`config.mk`:
```
export PLATFORM = sky130hd
export DESIGN_NAME = http_request_line_parser
export DESIGN_NICKNAME = d
export VERILOG_FILES = /design/src/rtl/core/hrlp_pkg.sv /design/src/rtl/core/hrlp_front.sv /design/src/rtl/core/hrlp_queue.sv /design/src/rtl/core/hrlp_back.sv /design/src/rtl/core/http_request_line_parser.sv
export SDC_FILE = /design/constraint.sdc
export NUM_CORES = 1
export LEC_CHECK = 0
export ABC_AREA = 0
export BUFFER_PORTS_ARGS = -buffer_cell sky130_fd_sc_hd__buf_2
export CAP_MARGIN = 10
export CELL_PAD_IN_SITES_DETAIL_PLACEMENT = 1
export CELL_PAD_IN_SITES_GLOBAL_PLACEMENT = 1
export CORE_ASPECT_RATIO = 0.9
export CORE_MARGIN = 1
export CORE_UTILIZATION = 54
export CTS_CLUSTER_DIAMETER = 200
export DETAILED_ROUTE_END_ITERATION = 10
export GPL_TIMING_DRIVEN = 0
export PLACE_DENSITY = 0.95
export SYNTH_ARGS = -nofsm -noshare
export SYNTH_HDL_FRONTEND = slang
export SYNTH_SLANG_ARGS = --single-unit
```
`constraint.sdc`:
```
create_clock -name clk_i -period 13.96 [get_ports clk_i]
set_input_delay 0.698 -clock clk_i [delete_from_list [all_inputs] [get_ports clk_i]]
set_output_delay 0.698 -clock clk_i [all_outputs]
set_load 0.01 [all_outputs]
```
`src/rtl/core/hrlp_pkg.sv`:
```
// shared types, constants and name tables of the http request line parser
package hrlp_pkg;

  // field limits
  localparam int unsigned METHOD_LEN_MAX  = 8;
  localparam int unsigned URL_LEN_MAX     = 2048;
  localparam int unsigned VERSION_LEN_MAX = 8;

  localparam int unsigned MPOS_W    = $clog2(METHOD_LEN_MAX + 1);
  localparam int unsigned MIDX_W    = $clog2(METHOD_LEN_MAX);
  localparam int unsigned VPOS_W    = $clog2(VERSION_LEN_MAX + 1);
  localparam int unsigned VIDX_W    = $clog2(VERSION_LEN_MAX);
  localparam int unsigned URL_CNT_W = $clog2(URL_LEN_MAX + 1);

  // queue between front and back
  localparam int unsigned QUEUE_DEPTH = 2;
  localparam int unsigned QIDX_W      = $clog2(QUEUE_DEPTH);
  localparam int unsigned QCNT_W      = $clog2(QUEUE_DEPTH + 1);

  // special bytes
  localparam logic [7:0] CHAR_SP    = 8'h20;
  localparam logic [7:0] CHAR_CR    = 8'h0D;
  localparam logic [7:0] CHAR_SLASH = 8'h2F;

  // result kinds and unknown codes
  localparam logic       KIND_URL_BYTE   = 1'b0;
  localparam logic       KIND_SUMMARY    = 1'b1;
  localparam logic [3:0] METHOD_UNKNOWN  = 4'd9;
  localparam logic [1:0] VERSION_UNKNOWN = 2'd3;

  // name tables, strings right-justified and zero-filled
  localparam int unsigned NAME_BYTES   = 16;
  localparam int unsigned NUM_METHODS  = 9;
  localparam int unsigned NUM_VERSIONS = 3;

  typedef logic [8*NAME_BYTES-1:0] name_str_t;

  localparam name_str_t METHOD_STR [NUM_METHODS] = '{
    "CONNECT", "DELETE", "GET", "HEAD", "OPTIONS", "PATCH", "POST", "PUT", "TRACE"
  };
  localparam int unsigned METHOD_STR_LEN [NUM_METHODS] = '{7, 6, 3, 4, 7, 5, 4, 3, 5};

  localparam name_str_t VERSION_STR [NUM_VERSIONS] = '{"HTTP/1.0", "HTTP/1.1", "HTTP/2"};
  localparam int unsigned VERSION_STR_LEN [NUM_VERSIONS] = '{8, 8, 6};

  // operation handed from front to back
  typedef enum logic [2:0] {
    OP_NONE,
    OP_METHOD_CHAR,
    OP_URL_CHAR,
    OP_VERSION_CHAR,
    OP_SUMMARY
  } op_e;

  typedef struct packed {
    logic [7:0] data_byte;
    logic       new_request;
  } in_item_t;

  typedef struct packed {
    logic        item_kind;
    logic [7:0]  url_byte;
    logic [3:0]  method_code;
    logic [1:0]  version_code;
    logic [11:0] url_length;
    logic        url_is_root;
    logic        method_overlong;
    logic        url_overlong;
    logic        version_overlong;
  } out_item_t;

  typedef struct packed {
    op_e        op;
    logic [7:0] data_byte;
    logic       new_request;
  } op_t;

  // byte i of a right-justified name string, zero past its end
  function automatic logic [7:0] name_char(input name_str_t s, input int unsigned len,
                                           input int unsigned i);
    logic [7:0] c;
    if (i < len) begin
      c = s[8*(len-1-i) +: 8];
    end else begin
      c = 8'h00;
    end
    return c;
  endfunction

endpackage

```
`src/rtl/core/hrlp_front.sv`:
```
// front part: tracks the parse phase and classifies each byte into an operation
module hrlp_front (
  input  logic              clk_i,
  input  logic              rst_ni,
  input  logic              in_valid_i,
  output logic              in_ready_o,
  input  hrlp_pkg::in_item_t in_item_i,
  output logic              push_valid_o,
  input  logic              push_ready_i,
  output hrlp_pkg::op_t     push_op_o
);
  import hrlp_pkg::*;

  typedef enum logic [1:0] {
    PH_METHOD,
    PH_URL,
    PH_VERSION,
    PH_DONE
  } phase_e;

  phase_e phase_q, phase_d, phase_cur;
  op_e    op;
  logic   accept;

  assign in_ready_o   = push_ready_i;
  assign push_valid_o = in_valid_i;
  assign accept       = in_valid_i && push_ready_i;

  // new request restarts the line before this byte is classified
  always_comb begin
    phase_cur = in_item_i.new_request ? PH_METHOD : phase_q;
    phase_d   = phase_cur;
    op        = OP_NONE;
    case (phase_cur)
      PH_METHOD: begin
        if (in_item_i.data_byte == CHAR_SP) begin
          phase_d = PH_URL;
        end else begin
          op = OP_METHOD_CHAR;
        end
      end
      PH_URL: begin
        if (in_item_i.data_byte == CHAR_SP) begin
          phase_d = PH_VERSION;
        end else begin
          op = OP_URL_CHAR;
        end
      end
      PH_VERSION: begin
        if (in_item_i.data_byte == CHAR_CR) begin
          phase_d = PH_DONE;
          op      = OP_SUMMARY;
        end else begin
          op = OP_VERSION_CHAR;
        end
      end
      default: begin
        op = OP_NONE;
      end
    endcase
  end

  assign push_op_o = '{op: op, data_byte: in_item_i.data_byte,
                       new_request: in_item_i.new_request};

  always_ff @(posedge clk_i or negedge rst_ni) begin
    if (!rst_ni) begin
      phase_q <= PH_METHOD;
    end else if (accept) begin
      phase_q <= phase_d;
    end
  end

endmodule

```
`src/rtl/core/hrlp_queue.sv`:
```
// short queue of operations between front and back
module hrlp_queue (
  input  logic          clk_i,
  input  logic          rst_ni,
  input  logic          push_valid_i,
  output logic          push_ready_o,
  input  hrlp_pkg::op_t push_op_i,
  output logic          pop_valid_o,
  input  logic          pop_ready_i,
  output hrlp_pkg::op_t pop_op_o
);
  import hrlp_pkg::*;

  op_t               entries_q [QUEUE_DEPTH];
  logic [QIDX_W-1:0] wr_ptr_q, rd_ptr_q;
  logic [QCNT_W-1:0] count_q;
  logic              push, pop;

  assign push_ready_o = (count_q != QCNT_W'(QUEUE_DEPTH));
  assign pop_valid_o  = (count_q != '0);
  assign pop_op_o     = entries_q[rd_ptr_q];
  assign push         = push_valid_i && push_ready_o;
  assign pop          = pop_valid_o && pop_ready_i;

  always_ff @(posedge clk_i) begin
    if (push) begin
      entries_q[wr_ptr_q] <= push_op_i;
    end
  end

  always_ff @(posedge clk_i or negedge rst_ni) begin
    if (!rst_ni) begin
      wr_ptr_q <= '0;
      rd_ptr_q <= '0;
      count_q  <= '0;
    end else begin
      if (push) begin
        wr_ptr_q <= (wr_ptr_q == QIDX_W'(QUEUE_DEPTH - 1)) ? '0 : wr_ptr_q + 1'b1;
      end
      if (pop) begin
        rd_ptr_q <= (rd_ptr_q == QIDX_W'(QUEUE_DEPTH - 1)) ? '0 : rd_ptr_q + 1'b1;
      end
      if (push && !pop) begin
        count_q <= count_q + 1'b1;
      end else if (pop && !push) begin
        count_q <= count_q - 1'b1;
      end
    end
  end

endmodule

```
`src/rtl/core/hrlp_back.sv`:
```
// back part: field buffers, name matching and the output register
module hrlp_back (
  input  logic               clk_i,
  input  logic               rst_ni,
  input  logic               pop_valid_i,
  output logic               pop_ready_o,
  input  hrlp_pkg::op_t      pop_op_i,
  output logic               out_valid_o,
  input  logic               out_ready_i,
  output hrlp_pkg::out_item_t out_item_o
);
  import hrlp_pkg::*;

  logic [7:0]           meth_q [METHOD_LEN_MAX];
  logic [7:0]           meth_d [METHOD_LEN_MAX];
  logic [7:0]           ver_q  [VERSION_LEN_MAX];
  logic [7:0]           ver_d  [VERSION_LEN_MAX];
  logic [MPOS_W-1:0]    mpos_q, mpos_d;
  logic [VPOS_W-1:0]    vpos_q, vpos_d;
  logic [URL_CNT_W-1:0] url_cnt_q, url_cnt_d;
  logic [7:0]           first_q, first_d;
  logic [2:0]           marks_q, marks_d;
  logic                 out_valid_q, out_valid_d;
  out_item_t            out_q, out_d;

  logic                   out_free, needs_out, pop;
  logic [NUM_METHODS-1:0]  meth_hit;
  logic [NUM_VERSIONS-1:0] ver_hit;
  logic [3:0]              mcode;
  logic [1:0]              vcode;
  logic [12:0]             url_cnt_ext;
  logic [11:0]             url_len;

  assign out_free    = !out_valid_q || out_ready_i;
  assign needs_out   = (pop_op_i.op == OP_URL_CHAR) || (pop_op_i.op == OP_SUMMARY);
  assign pop_ready_o = out_free || !needs_out;
  assign pop         = pop_valid_i && pop_ready_o;
  assign out_valid_o = out_valid_q;
  assign out_item_o  = out_q;

  // compare zero-padded buffers with every name
  always_comb begin
    for (int k = 0; k < NUM_METHODS; k++) begin
      meth_hit[k] = 1'b1;
      for (int i = 0; i < METHOD_LEN_MAX; i++) begin
        if (meth_q[i] != name_char(METHOD_STR[k], METHOD_STR_LEN[k], i)) begin
          meth_hit[k] = 1'b0;
        end
      end
      for (int i = METHOD_LEN_MAX; i < NAME_BYTES; i++) begin
        if (name_char(METHOD_STR[k], METHOD_STR_LEN[k], i) != 8'h00) begin
          meth_hit[k] = 1'b0;
        end
      end
    end
    for (int k = 0; k < NUM_VERSIONS; k++) begin
      ver_hit[k] = 1'b1;
      for (int i = 0; i < VERSION_LEN_MAX; i++) begin
        if (ver_q[i] != name_char(VERSION_STR[k], VERSION_STR_LEN[k], i)) begin
          ver_hit[k] = 1'b0;
        end
      end
      for (int i = VERSION_LEN_MAX; i < NAME_BYTES; i++) begin
        if (name_char(VERSION_STR[k], VERSION_STR_LEN[k], i) != 8'h00) begin
          ver_hit[k] = 1'b0;
        end
      end
    end
  end

  // first match wins, overlong reads as unknown
  always_comb begin
    mcode = METHOD_UNKNOWN;
    if (!marks_q[0]) begin
      for (int k = NUM_METHODS - 1; k >= 0; k--) begin
        if (meth_hit[k]) begin
          mcode = 4'(k);
        end
      end
    end
    vcode = VERSION_UNKNOWN;
    if (!marks_q[2]) begin
      for (int k = NUM_VERSIONS - 1; k >= 0; k--) begin
        if (ver_hit[k]) begin
          vcode = 2'(k);
        end
      end
    end
    url_cnt_ext = 13'(url_cnt_q);
    url_len     = (url_cnt_ext > 13'd4095) ? 12'd4095 : url_cnt_ext[11:0];
  end

  always_comb begin
    meth_d      = meth_q;
    ver_d       = ver_q;
    mpos_d      = mpos_q;
    vpos_d      = vpos_q;
    url_cnt_d   = url_cnt_q;
    first_d     = first_q;
    marks_d     = marks_q;
    out_d       = out_q;
    out_valid_d = out_valid_q && !out_ready_i;

    if (pop && pop_op_i.new_request) begin
      for (int i = 0; i < METHOD_LEN_MAX; i++) begin
        meth_d[i] = 8'h00;
      end
      for (int i = 0; i < VERSION_LEN_MAX; i++) begin
        ver_d[i] = 8'h00;
      end
      mpos_d    = '0;
      vpos_d    = '0;
      url_cnt_d = '0;
      first_d   = 8'h00;
      marks_d   = 3'b000;
    end

    if (pop) begin
      case (pop_op_i.op)
        OP_METHOD_CHAR: begin
          if (mpos_d < MPOS_W'(METHOD_LEN_MAX)) begin
            meth_d[mpos_d[MIDX_W-1:0]] = pop_op_i.data_byte;
            mpos_d = mpos_d + 1'b1;
          end else begin
            marks_d[0] = 1'b1;
          end
        end
        OP_URL_CHAR: begin
          if (url_cnt_d == URL_CNT_W'(URL_LEN_MAX)) begin
            marks_d[1] = 1'b1;
          end else begin
            if (url_cnt_d == '0) begin
              first_d = pop_op_i.data_byte;
            end
            url_cnt_d   = url_cnt_d + 1'b1;
            out_valid_d = 1'b1;
            out_d       = '0;
            out_d.item_kind = KIND_URL_BYTE;
            out_d.url_byte  = pop_op_i.data_byte;
          end
        end
        OP_VERSION_CHAR: begin
          if (vpos_d < VPOS_W'(VERSION_LEN_MAX)) begin
            ver_d[vpos_d[VIDX_W-1:0]] = pop_op_i.data_byte;
            vpos_d = vpos_d + 1'b1;
          end else begin
            marks_d[2] = 1'b1;
          end
        end
        OP_SUMMARY: begin
          out_valid_d            = 1'b1;
          out_d.item_kind        = KIND_SUMMARY;
          out_d.url_byte         = 8'h00;
          out_d.method_code      = mcode;
          out_d.version_code     = vcode;
          out_d.url_length       = url_len;
          out_d.url_is_root      = (url_cnt_q == URL_CNT_W'(1)) && (first_q == CHAR_SLASH)
                                   && !marks_q[1];
          out_d.method_overlong  = marks_q[0];
          out_d.url_overlong     = marks_q[1];
          out_d.version_overlong = marks_q[2];
        end
        default: begin
          out_d = out_q;
        end
      endcase
    end
  end

  always_ff @(posedge clk_i) begin
    out_q <= out_d;
  end

  always_ff @(posedge clk_i or negedge rst_ni) begin
    if (!rst_ni) begin
      for (int i = 0; i < METHOD_LEN_MAX; i++) begin
        meth_q[i] <= 8'h00;
      end
      for (int i = 0; i < VERSION_LEN_MAX; i++) begin
        ver_q[i] <= 8'h00;
      end
      mpos_q      <= '0;
      vpos_q      <= '0;
      url_cnt_q   <= '0;
      first_q     <= 8'h00;
      marks_q     <= 3'b000;
      out_valid_q <= 1'b0;
    end else begin
      meth_q      <= meth_d;
      ver_q       <= ver_d;
      mpos_q      <= mpos_d;
      vpos_q      <= vpos_d;
      url_cnt_q   <= url_cnt_d;
      first_q     <= first_d;
      marks_q     <= marks_d;
      out_valid_q <= out_valid_d;
    end
  end

endmodule

```
`src/rtl/core/http_request_line_parser.sv`:
```
// top level of the http request line parser
//
// input channel: one byte of a request start line per item (data_byte, with
//   new_request set on the first byte of a new line to clear all parse state)
// output channel: one item per url byte as it arrives (item_kind 0), up to the
//   first 2048, then one summary item (item_kind 1) on the cr that ends the version
//   field; bytes after the summary give nothing until the next new_request
// throughput: one byte per cycle, sustained as long as out_ready_i is high
// datapath: phase classification at the input, then the operation queue, then
//   buffer update and name match in the back part, which drives the output
//   register
// a two-entry operation queue sits between the classifier and the back part;
//   when the receiver stalls, bytes that give no result still drain, and
//   in_ready_o drops only once the queue is full
// reset: phase back to method, field buffers and counters cleared, queue and
//   output register empty
module http_request_line_parser (
  input  logic                clk_i,
  input  logic                rst_ni,
  input  logic                in_valid_i,
  output logic                in_ready_o,
  input  hrlp_pkg::in_item_t  in_item_i,
  output logic                out_valid_o,
  input  logic                out_ready_i,
  output hrlp_pkg::out_item_t out_item_o
);
  import hrlp_pkg::*;

  // front to queue
  logic push_valid, push_ready;
  op_t  push_op;

  // queue to back
  logic pop_valid, pop_ready;
  op_t  pop_op;

  // byte classification and phase tracking
  hrlp_front u_front (
    .clk_i        (clk_i),
    .rst_ni       (rst_ni),
    .in_valid_i   (in_valid_i),
    .in_ready_o   (in_ready_o),
    .in_item_i    (in_item_i),
    .push_valid_o (push_valid),
    .push_ready_i (push_ready),
    .push_op_o    (push_op)
  );

  // decouples the classifier from output stalls
  hrlp_queue u_queue (
    .clk_i        (clk_i),
    .rst_ni       (rst_ni),
    .push_valid_i (push_valid),
    .push_ready_o (push_ready),
    .push_op_i    (push_op),
    .pop_valid_o  (pop_valid),
    .pop_ready_i  (pop_ready),
    .pop_op_o     (pop_op)
  );

  // buffers, name matching, summary build and output register
  hrlp_back u_back (
    .clk_i       (clk_i),
    .rst_ni      (rst_ni),
    .pop_valid_i (pop_valid),
    .pop_ready_o (pop_ready),
    .pop_op_i    (pop_op),
    .out_valid_o (out_valid_o),
    .out_ready_i (out_ready_i),
    .out_item_o  (out_item_o)
  );

endmodule

```
==> results of run 1 <==
==> flip-flops by register name, summed over array words and instances (netlist names) <==
register / cells
u_queue.entries_q: 24
u_front.phase_q: 2
u_back.mpos_q: 4
u_back.out_item_o: 31
u_back.vpos_q: 4
u_back.url_cnt_q: 12
u_back.out_valid_o: 1
u_queue.rd_ptr_q: 1
u_queue.wr_ptr_q: 1
u_back.ver_q: 64
u_queue.count_q: 2
u_back.meth_q: 64
u_back.first_q: 8
u_back.marks_q: 3
==> final timing paths <==
| path | start | endpoint | slack [ps] |
|---|---|---|---|
| max | u_queue.entries_q[1][11] | u_back.out_item_o[28] | 9360 |
| min in group clk_i | in_item_i[5] | u_queue.entries_q[0][5] | 400 |
| min reg2reg | u_back.ver_q[50] | u_back.ver_q[50] | 480 |
| max reg2reg | u_queue.entries_q[1][11] | u_back.out_item_o[28] | 9360 |
| min | rst_ni | u_back.meth_q[43] | 110 |
| max in group asynchronous | rst_ni | u_back.ver_q[44] | 12960 |
==> Yosys cell counts (3+ instances only) <==
| library cell | number |
|---|---|
| o21ai_0 | 28 |
| a21oi_1 | 11 |
| nor4b_1 | 18 |
| a211oi_1 | 36 |
| ha_1 | 5 |
| nor4_1 | 25 |
| nor2b_1 | 10 |
| nand2b_1 | 9 |
| nor3_1 | 18 |
| nand3b_1 | 6 |
| nor4bb_1 | 4 |
| inv_1 | 5 |
| o2bb2ai_1 | 8 |
| mux2_2 | 5 |
| and3_1 | 8 |
| nand4b_1 | 5 |
| o21ai_1 | 3 |
| dfrtp_1 | 166 |
| nor2_1 | 86 |
| nor2_8 | 3 |
| mux2i_1 | 66 |
| buf_2 | 10 |
| a31o_2 | 17 |
| edfxtp_1 | 55 |
| xor2_1 | 13 |
| a31oi_1 | 6 |
| or4_1 | 4 |
| nor3b_1 | 9 |
| or3_1 | 7 |
| and4_1 | 5 |
| a41oi_1 | 3 |
| and2_1 | 23 |
| nand4_1 | 27 |
| nand3_1 | 23 |
| xnor2_1 | 5 |
| clkbuf_1 | 34 |
| nand2_1 | 102 |
==> report_power, final <==
| part | internal [uW] | switching [uW] |
|---|---|---|
| Clock | 397 | 265 |
| Combinational | 187 | 494 |
| Sequential | 779 | 83.7 |
| Total | 1360 | 843 |
==> stage by stage <==
step,hold WS (ps),util
after global routing,145,0.630
after global placement,454,0.582
after detailed placement,475,0.586
final,109,0.630
after floorplan,402,-
after CTS,119,0.630
==> per-layer routing <==
layer,global-route usage,routed length (um),vias up
met3,0.0597,2860,135
met4,0.152,1450,0
met1,0.469,13400,4401
met5,0,0,-
li1,-,-,3512
met2,0.585,16500,571
==> cell families (layout without fill, tap and decap cells) <==
group,Yosys count,after routing,share of synthesized area
buffers and inverters,53,147,0.0218
and+or+nand+nor,411,411,0.224
DFF,221,221,0.569
AOI/OAI and AO/OA,131,131,0.0919
xor gates and xnor gates,18,18,0.0154
muxes,72,72,0.0717
adders and majority gates,5,5,0.00613
==> final cells by class <==
type	count	area, um2
fillers	1889	6830
flip-flops and latches	221	5810
multi-input cells	637	4190
clock buffers	38	734
well taps	245	307
repair buffers	51	302
plain buffers	48	204
clock inverters	5	80.1
inverters	5	18.8
==> run_results.csv, run 1 <==
group,metric,value,unit
critical_path,cpMostUsedCell,"buf_4",
synth,synth-async-reset-ratio,0.751,
synth,postSynthAreaPerCell,11.2,um2
clock_network,post_cts_buffers,0,
power,report.power.total,2210,uW
sta,setup_slack,9360,ps
sta,fin_crit_sh,0.329,
final_layout,fin_area,11600,um2
sta,setup_viol_count_final,0,
sta,finalSetupTns,0,ps
sta,finalClockSkew,23.7,ps
final_layout,area_growth,14.0,%
clock_network,ctsResizeCount,0,
sta,slew_violations,0,
placement,dpl_cell_area,10800,um2
clock_network,cts-buffers-inserted,24,
synth,ys_seq_elements,221,
clock_network,cts.clk_slew.worst_paths,60,ps
placement,place_inst,1206,
grt,grt_pass1_vias,8955,
die,die_y,132,um
route,drtAntennaViolNets,0,
critical_path,cp_max_fo,11,
worst_hold_path,min_path_type,"input pin to asynchronous set/reset pin",
synth,yosys_warnings,0,
critical_path,cp-start-kind,"register",
placement,portBuffers,45,
critical_path,path_buf_inv,5,
route,dr.pass1.iters,5,
synth,yosysTopAreaCellShare,0.407,
route,drt-total-wl,34.2,mm
synth,syn_area,10200,um2
critical_path,cp.arrival,4830,ps
placement,dp_slack,9330,ps
critical_path,critical_path_class,"register to register",
status,status,"finished, final reports clean",
synth,synth_ff_type,"dfrtp_1",
critical_path,slowest_delay,610,ps
route,via_count,8619,
grt,antenna_found_initial,0,
sta,max_freq,217,MHz
clock_network,cts_hold_buf,0,
clock_network,worstSkewPairLatency,540,ps
critical_path,crit_required,14190,ps
clock_network,htreeDepth,1,
critical_path,cp_num_cells,14,
sta,slew_headroom,0.0894,
sta,finalCriticalPeriod,4600,ps
critical_path,cpLargestDelayFamily,"buffers and inverters",
placement,gp_congestion,0.944,
final_layout,final_common_cell,"dfrtp_1",
synth,syn_nets,929,
synth,synthDistinctLibCells,68,
die,coreArea,18500,um2
critical_path,cp_cell_sequence,"xnor2_1 -> mux2_2 -> o211ai_1 -> buf_2 -> clkbuf_1 -> nand2_1 -> ha_1 -> nand3_1 -> nand2b_1 -> a31oi_1 -> nor4_2 -> buf_4 -> buf_6 -> buf_4",
route,wl_per_cell,27.4,um
clock_network,cts_root_buf,"clkbuf_16",
grt,grt_pass1_wl,52.9,mm
final_layout,final_nets,1006,
final_layout,insertedDiodeCount,0,
die,die_area,19500,um2
power,power.leakage,0.00488,uW
route,drtIter0Drc,964,
grt,overflow,0,
clock_network,cts_tree,"yes",
sta,grt_setup_unrepaired,"no",
final_layout,drive_gt1_frac,0.140,
sta,tightest_slew,1330,ps
synth,ys_seq_area_frac,0.569,
grt,grt_max_degree,111,
die,io_pins,46,
power,ir_drop,0.0811,mV
die,start_util,0.553,
route,drc,0,
die,die_w,147,um
critical_path,r2r_cells,14,
placement,place_hpwl,21.4,mm
critical_path,critPathSlowestCell,"clkbuf_1",
sta,final_hold_viol_count,0,
critical_path,end_kind,"register",
synth,syn_inst,911,
job,maxCapViolCount,0,
grt,grt_use_total,0.355,
synth,synth.area.top_cells,"dfrtp_1, edfxtp_1, mux2i_1",
power,p_per_area,190,nW/um2
clock_network,cts_sinks,221,
final_layout,final_cell_mix,"dfrtp_1, nand2_1, nor2_1",
synth,yosysTopAreaCell,"dfrtp_1",
route,viasPerCell,6.90,
clock_network,clk_path_buf_depth,3,
die,placementRows,47,
synth,synth_edf_count,55,
final_layout,fin_cells,1250,
Note: power is estimated with default switching activity, not from simulation.
==> run 2, diff against run 1 <==
--- a/config.mk
+++ b/config.mk
@@ -5,18 +5,18 @@
 export SDC_FILE = /design/constraint.sdc
 export NUM_CORES = 1
 export LEC_CHECK = 0
-export ABC_AREA = 0
+export ABC_AREA = 1
 export BUFFER_PORTS_ARGS = -buffer_cell sky130_fd_sc_hd__buf_2
 export CAP_MARGIN = 10
 export CELL_PAD_IN_SITES_DETAIL_PLACEMENT = 1
 export CELL_PAD_IN_SITES_GLOBAL_PLACEMENT = 1
 export CORE_ASPECT_RATIO = 0.9
 export CORE_MARGIN = 1
-export CORE_UTILIZATION = 54
+export CORE_UTILIZATION = 48
 export CTS_CLUSTER_DIAMETER = 200
 export DETAILED_ROUTE_END_ITERATION = 10
 export GPL_TIMING_DRIVEN = 0
-export PLACE_DENSITY = 0.95
+export PLACE_DENSITY = 0.91
 export SYNTH_ARGS = -nofsm -noshare
 export SYNTH_HDL_FRONTEND = slang
 export SYNTH_SLANG_ARGS = --single-unit
==> constraint.sdc (replaced) <==
create_clock -name clk_i -period 4.73 [get_ports clk_i]
set_input_delay 0.2365 -clock clk_i [delete_from_list [all_inputs] [get_ports clk_i]]
set_output_delay 0.2365 -clock clk_i [all_outputs]
set_load 0.01 [all_outputs]
==> run_results.csv, run 2 <==
group,metric,value,unit
final_layout,drive_gt1_frac,0.149,
sta,fin_crit_sh,0.855,
critical_path,cp-start-kind,"register",
grt,grt_pass1_vias,9524,
clock_network,worstSkewPairLatency,530,ps
power,p_per_area,581,nW/um2
final_layout,insertedDiodeCount,0,
die,placementRows,50,
critical_path,cpLargestDelayFamily,"buffers and inverters",
final_layout,final_common_cell,"dfrtp_1",
die,die_w,157,um
route,via_count,9073,
grt,antenna_found_initial,0,
clock_network,cts_sinks,221,
critical_path,timing.rr.end,"u_back.out_item_o[21]",
route,drc,0,
critical_path,critPathSlowestCell,"dfrtp_1",
die,start_util,0.495,
synth,yosys-top-cells-count,"dfrtp_1, nand2_1, inv_1, a21oi_1, nand3_1",
grt,grt_util_met1,0.405,
route,wl_per_cell,21.3,um
final_layout,fin_cells,1544,
placement,gp_congestion,0.958,
status,status,"finished, final reports clean",
placement,portBuffers,45,
sta,final_hold_viol_count,0,
grt,grt_pass1_wl,52.4,mm
final_layout,final_nets,1258,
clock_network,cts_tree,"yes",
synth,synth_ff_type,"dfrtp_1",
sta,tightest_slew,1230,ps
worst_hold_path,worstHoldEndpoint,"u_front.phase_q[1]",
route,viasPerCell,5.88,
die,die_area,22400,um2
synth,syn_inst,1156,
route,drtIter0Drc,704,
synth,yosys_warnings,0,
critical_path,r2r_slack,690,ps
clock_network,cts-buffers-inserted,24,
final_layout,area_growth,15.9,%
critical_path,r2r_cells,17,
sta,slew_headroom,0.177,
synth,synthDistinctLibCells,42,
critical_path,end_kind,"register",
synth,syn_nets,1174,
synth,postSynthAreaPerCell,9.03,um2
synth,synth_edf_count,55,
final_layout,final_cell_mix,"dfrtp_1, nand2_1, inv_1",
clock_network,ctsResizeCount,0,
critical_path,cp_max_fo,13,
sta,setup_viol_count_final,0,
sta,finalCriticalPeriod,4040,ps
critical_path,cp_cell_sequence,"o21ai_1 -> inv_1 -> nand2_1 -> nand3_2 -> nand3_4 -> buf_8 -> buf_2 -> buf_4 -> nand2_1 -> ha_1 -> nand2_1 -> nor2_1 -> nand2_1 -> nor2_1 -> a211oi_4 -> buf_8 -> buf_6",
critical_path,crit_required,4960,ps
worst_hold_path,min_from,"in_valid_i",
die,die_y,142,um
power,power.leakage,0.00557,uW
grt,use_met3,0.0438,
worst_hold_path,worstHoldPathCells,3,
sta,grt_setup_unrepaired,"no",
route,dr.pass1.iters,5,
synth,ys_seq_area_frac,0.556,
synth,yosysTopAreaCellShare,0.398,
critical_path,reg2reg_from,"u_queue.rd_ptr_q",
clock_network,cts.clk_slew.worst_paths,60,ps
power,ir_drop,0.309,mV
synth,synth.area.top_cells,"dfrtp_1, edfxtp_1, nand2_1",
critical_path,cp.arrival,4280,ps
critical_path,path_buf_inv,6,
grt,met2_usage,0.518,
grt,overflow,0,
critical_path,cpMostUsedCell,"nand2_1",
sta,max_freq,247,MHz
synth,syn_area,10400,um2
sta,slew_violations,0,
placement,place_hpwl,21.9,mm
clock_network,cts_hold_buf,10,
route,drtAntennaViolNets,0,
clock_network,post_cts_buffers,0,
sta,finalClockSkew,10.9,ps
job,maxCapViolCount,0,
power,report.power.total,7030,uW
grt,grt_busiest_layer,"met2",
die,coreArea,21100,um2
clock_network,htreeDepth,1,
clock_network,clk_path_buf_depth,3,
worst_hold_path,min_path_type,"input pin to register",
synth,ys_seq_elements,221,
critical_path,slowest_delay,460,ps
critical_path,critical_path_class,"register to register",
grt,grt_use_total,0.306,
synth,yosysTopAreaCell,"dfrtp_1",
grt,grt_max_degree,107,
route,drt-total-wl,32.9,mm
placement,place_inst,1490,
synth,synth-async-reset-ratio,0.751,
synth,yosysMostFrequentCell,"dfrtp_1",
clock_network,cts_root_buf,"clkbuf_16",
die,io_pins,46,
run 2: worst min-delay path, delay by kind of cell:
| kind | cells | cell delay, ps |
|---|---|---|
| AO/OA/AOI/OAI | 1 | 110 |
| AND/OR/NAND/NOR | 1 | 160 |
| buffers and inverters | 1 | 90 |
run 2: worst max path at each step:
stage	cells after the start	end	startpoint	slack, ps
global placement	15	u_back.out_item_o[14]	u_queue.rd_ptr_q	-60
floorplan	15	u_back.out_item_o[0]	u_queue.rd_ptr_q	1030
global route	17	u_back.out_item_o[21]	u_queue.rd_ptr_q	460
finish	17	u_back.out_item_o[21]	u_queue.rd_ptr_q	690
detailed placement	17	u_back.out_item_o[21]	u_queue.rd_ptr_q	780
CTS	17	u_back.out_item_o[21]	u_queue.rd_ptr_q	710
run 2: layer usage:
metal,vias to the layer above,wire length [um],part of all wire
li1,4063,-,-
met1,4567,13900,0.42
met2,364,16000,0.49
met3,79,2070,0.063
met4,0,973,0.030
met5,-,0,0
run 2: area by class of cell:
type	count	area, um2
plain buffers	35	219
well taps	286	358
fillers	2418	8970
clock buffers	25	626
repair buffers	58	389
multi-input cells	751	3870
flip-flops and latches	221	5810
clock inverters	19	280
inverters	149	559
run 2: metrics by stage:
| step | TNS, ps | instance area [um2] | hold slack [ps] | utilization | setup slack, ps |
|---|---|---|---|---|---|
| finish | 0 | 12100 | 120 | 0.574 | 685 |
| global route | 0 | 12100 | 124 | 0.574 | 455 |
| CTS | 0 | 12100 | 117 | 0.574 | 706 |
| detailed placement | 0 | 11100 | 215 | 0.527 | 785 |
| global placement | -1720 | 11000 | 462 | 0.523 | -56.3 |
| floorplan | 0 | 10400 | -59.1 | - | 1030 |
run 2: kinds of logic after synthesis:
family	after synthesis	share of synthesized area
AO/OA/AOI/OAI	225	0.111
XOR/XNOR	13	0.0109
adder cells (fa/ha/maj)	5	0.00599
buffers and inverters	184	0.0745
flip-flops	221	0.556
AND/OR/NAND/NOR	508	0.242
run 2: power by group:
part	internal [uW]	leakage (uW)	switching, uW
Clock	1350	0.000443	816
Sequential	2340	0.00280	214
Combinational	581	0.00233	1730
==> run 3, diff against run 2 <==
--- a/config.mk
+++ b/config.mk
@@ -11,7 +11,7 @@
 export CELL_PAD_IN_SITES_DETAIL_PLACEMENT = 1
 export CELL_PAD_IN_SITES_GLOBAL_PLACEMENT = 1
 export CORE_ASPECT_RATIO = 0.9
-export CORE_MARGIN = 1
+export CORE_MARGIN = 10
 export CORE_UTILIZATION = 48
 export CTS_CLUSTER_DIAMETER = 200
 export DETAILED_ROUTE_END_ITERATION = 10
==> run_results.csv, run 3 (synthesized netlist as in run 2, its figures left out) <==
group,metric,value,unit
status,status,"finished, final reports clean",
clock_network,cts.clk_slew.worst_paths,60,ps
clock_network,worstSkewPairLatency,520,ps
critical_path,slowest_delay,700,ps
power,clkPwrFrac,0.279,
sta,grt_setup_unrepaired,"no",
final_layout,final_nets,1257,
sta,tightest_slew,1300,ps
sta,fin_crit_sh,0.836,
worst_hold_path,worstHoldPathCells,3,
sta,setup_viol_count_final,0,
critical_path,cp-start-kind,"register",
power,power_frac_comb,0.342,
placement,gp_congestion,0.901,
final_layout,final_cell_mix,"dfrtp_1, nand2_1, inv_1",
clock_network,cts_tree,"yes",
critical_path,cpMostUsedCell,"nand2_1",
grt,grt_pass1_vias,9739,
final_layout,filler_cell_count,2470,
final_layout,area_growth,14.7,%
placement,dpl_cell_area,11100,um2
route,drtIter0Drc,837,
critical_path,r2r_cells,16,
job,maxCapViolCount,0,
critical_path,cp_cell_sequence,"o21ai_1 -> inv_1 -> nand2_1 -> nand3_2 -> nand3_4 -> buf_8 -> buf_2 -> buf_4 -> nand2_1 -> ha_1 -> nand2_1 -> nor2_1 -> nand2_1 -> nor2_1 -> a211oi_4 -> buf_8",
die,coreArea,21500,um2
final_layout,insertedDiodeCount,0,
power,p_per_area,562,nW/um2
critical_path,path_buf_inv,5,
sta,finalClockSkew,8.02,ps
route,via_count,9149,
clock_network,cts_sinks,221,
route,viasPerCell,5.91,
critical_path,crit_required,4950,ps
grt,overflow,0,
sta,finalSetupTns,0,ps
critical_path,r2r_slack,770,ps
final_layout,final_common_cell,"dfrtp_1",
critical_path,critical_path_class,"register to register",
critical_path,cp.arrival,4180,ps
clock_network,cts_root_buf,"clkbuf_16",
grt,grt_use_total,0.232,
critical_path,cp_num_cells,16,
grt,grt_pass1_wl,53.0,mm
power,p_int,4040,uW
final_layout,fin_area,12000,um2
final_layout,drive_gt1_frac,0.142,
placement,place_hpwl,22.4,mm
final_layout,post-route-util,0.557,
sta,hold_ws,114,ps
route,dr.pass1.iters,6,
clock_network,cts-buffers-inserted,24,
die,die_w,175,um
die,io_pins,46,
die,placementRows,51,
clock_network,clk_path_buf_depth,3,
route,drtAntennaViolNets,0,
grt,antenna_found_initial,0,
clock_network,post_cts_buffers,0,
power,p_switching,2690,uW
sta,finalCriticalPeriod,3960,ps
die,die_area,28100,um2
critical_path,cp_max_fo,18,
route,drc,0,
grt,grt_max_degree,101,
route,wl_per_cell,21.4,um
power,swShare,0.400,
power,power.share.sequential,0.379,
critical_path,timing.rr.end,"u_back.out_item_o[4]",
worst_hold_path,min_from,"in_valid_i",
sta,slew_headroom,0.121,
critical_path,end_kind,"register",
critical_path,reg2reg_from,"u_queue.rd_ptr_q",
die,die_y,160,um
worst_hold_path,worstHoldEndpoint,"u_front.phase_q[1]",
die,start_util,0.486,
route,drt-total-wl,33.0,mm
clock_network,htreeDepth,1,
sta,slew_violations,0,
sta,final_hold_viol_count,0,
critical_path,cpLargestDelayFamily,"buffers and inverters",
critical_path,critPathSlowestCell,"a211oi_4",
power,power.leakage,0.00550,uW
power,ir_drop,0.257,mV
placement,portBuffers,45,
worst_hold_path,min_path_type,"input pin to register",
sta,max_freq,253,MHz
## run 3: cell types whose count changed in the layout (fill, tap and decap cells not counted)
cell,change
clkinv_2,-2
clkinv_4,-1
clkbuf_8,+3
buf_6,-1
inv_6,-1
clkinv_1,-2
clkbuf_1,+9
clkinvlp_4,-2
bufinv_16,-5
## run 3: worst max-delay path by stage
stage	startpoint	to	slack, ps
after floorplan	u_queue.rd_ptr_q	u_back.out_item_o[0]	1030
after global placement	u_queue.rd_ptr_q	u_back.out_item_o[30]	8
after detailed placement	u_queue.rd_ptr_q	u_back.out_item_o[4]	830
after CTS	u_queue.rd_ptr_q	u_back.out_item_o[26]	780
after global routing	u_queue.rd_ptr_q	u_back.out_item_o[20]	530
final	u_queue.rd_ptr_q	u_back.out_item_o[4]	770
## run 3: layout make-up
class                           count  area, um2  share of cell area
Clock buffer                       37        701              0.0585
Multi-Input combinational cell    751       3870               0.323
Tap cell                          291        364              0.0304
Sequential cell                   221       5810               0.485
Timing Repair Buffer               57        378              0.0315
Buffer                             35        219              0.0183
Inverter                          149        559              0.0467
Clock inverter                      6       80.1             0.00668
## run 3: layer usage
metal | track usage | part of all wire
met1 | 0.291 | 0.41
met2 | 0.388 | 0.48
met3 | 0.0474 | 0.068
met4 | 0.0874 | 0.039
met5 | 0 | 0
## run 3: power groups by stage
stage / combinational (uW) / sequential (uW) / clock, uW
final: 2300 / 2550 / 1880
after CTS: 2280 / 2550 / 1890
after floorplan: 1320 / 2570 / 0
after detailed placement: 2230 / 2570 / 0
after global placement: 2110 / 2560 / 0
after global routing: 2480 / 2590 / 1960
## run 3: per-stage QoR
| step | setup slack [ps] | instances | total power, uW |
|---|---|---|---|
| after floorplan | 1030 | 1156 | 3890 |
| after detailed placement | 830 | 1494 | 4800 |
| after global routing | 527 | 1547 | 7030 |
| final | 774 | 1547 | 6730 |
| after global placement | 8.41 | 1492 | 4660 |
| after CTS | 785 | 1547 | 6720 |
## run 3: timing repair
| item | CTS | global route |
|---|---|---|
| hold endpoints to repair | 84 | 0 |
| resized for setup | 0 | 0 |
| endpoints found under the setup margin | 0 | 0 |
| hold buffers | 10 | 0 |
## run 3: worst reg2reg max path, stage by stage, from the launching register on
cell and delay [ps]:
dfrtp_1 450, o21ai_1 290, inv_1 110, nand2_1 90, nand3_2 100, nand3_4 190, buf_8 200, buf_2 310
buf_4 280, nand2_1 130, ha_1 260, nand2_1 80, nor2_1 40, nand2_1 70, nor2_1 90, a211oi_4 700
buf_8 270
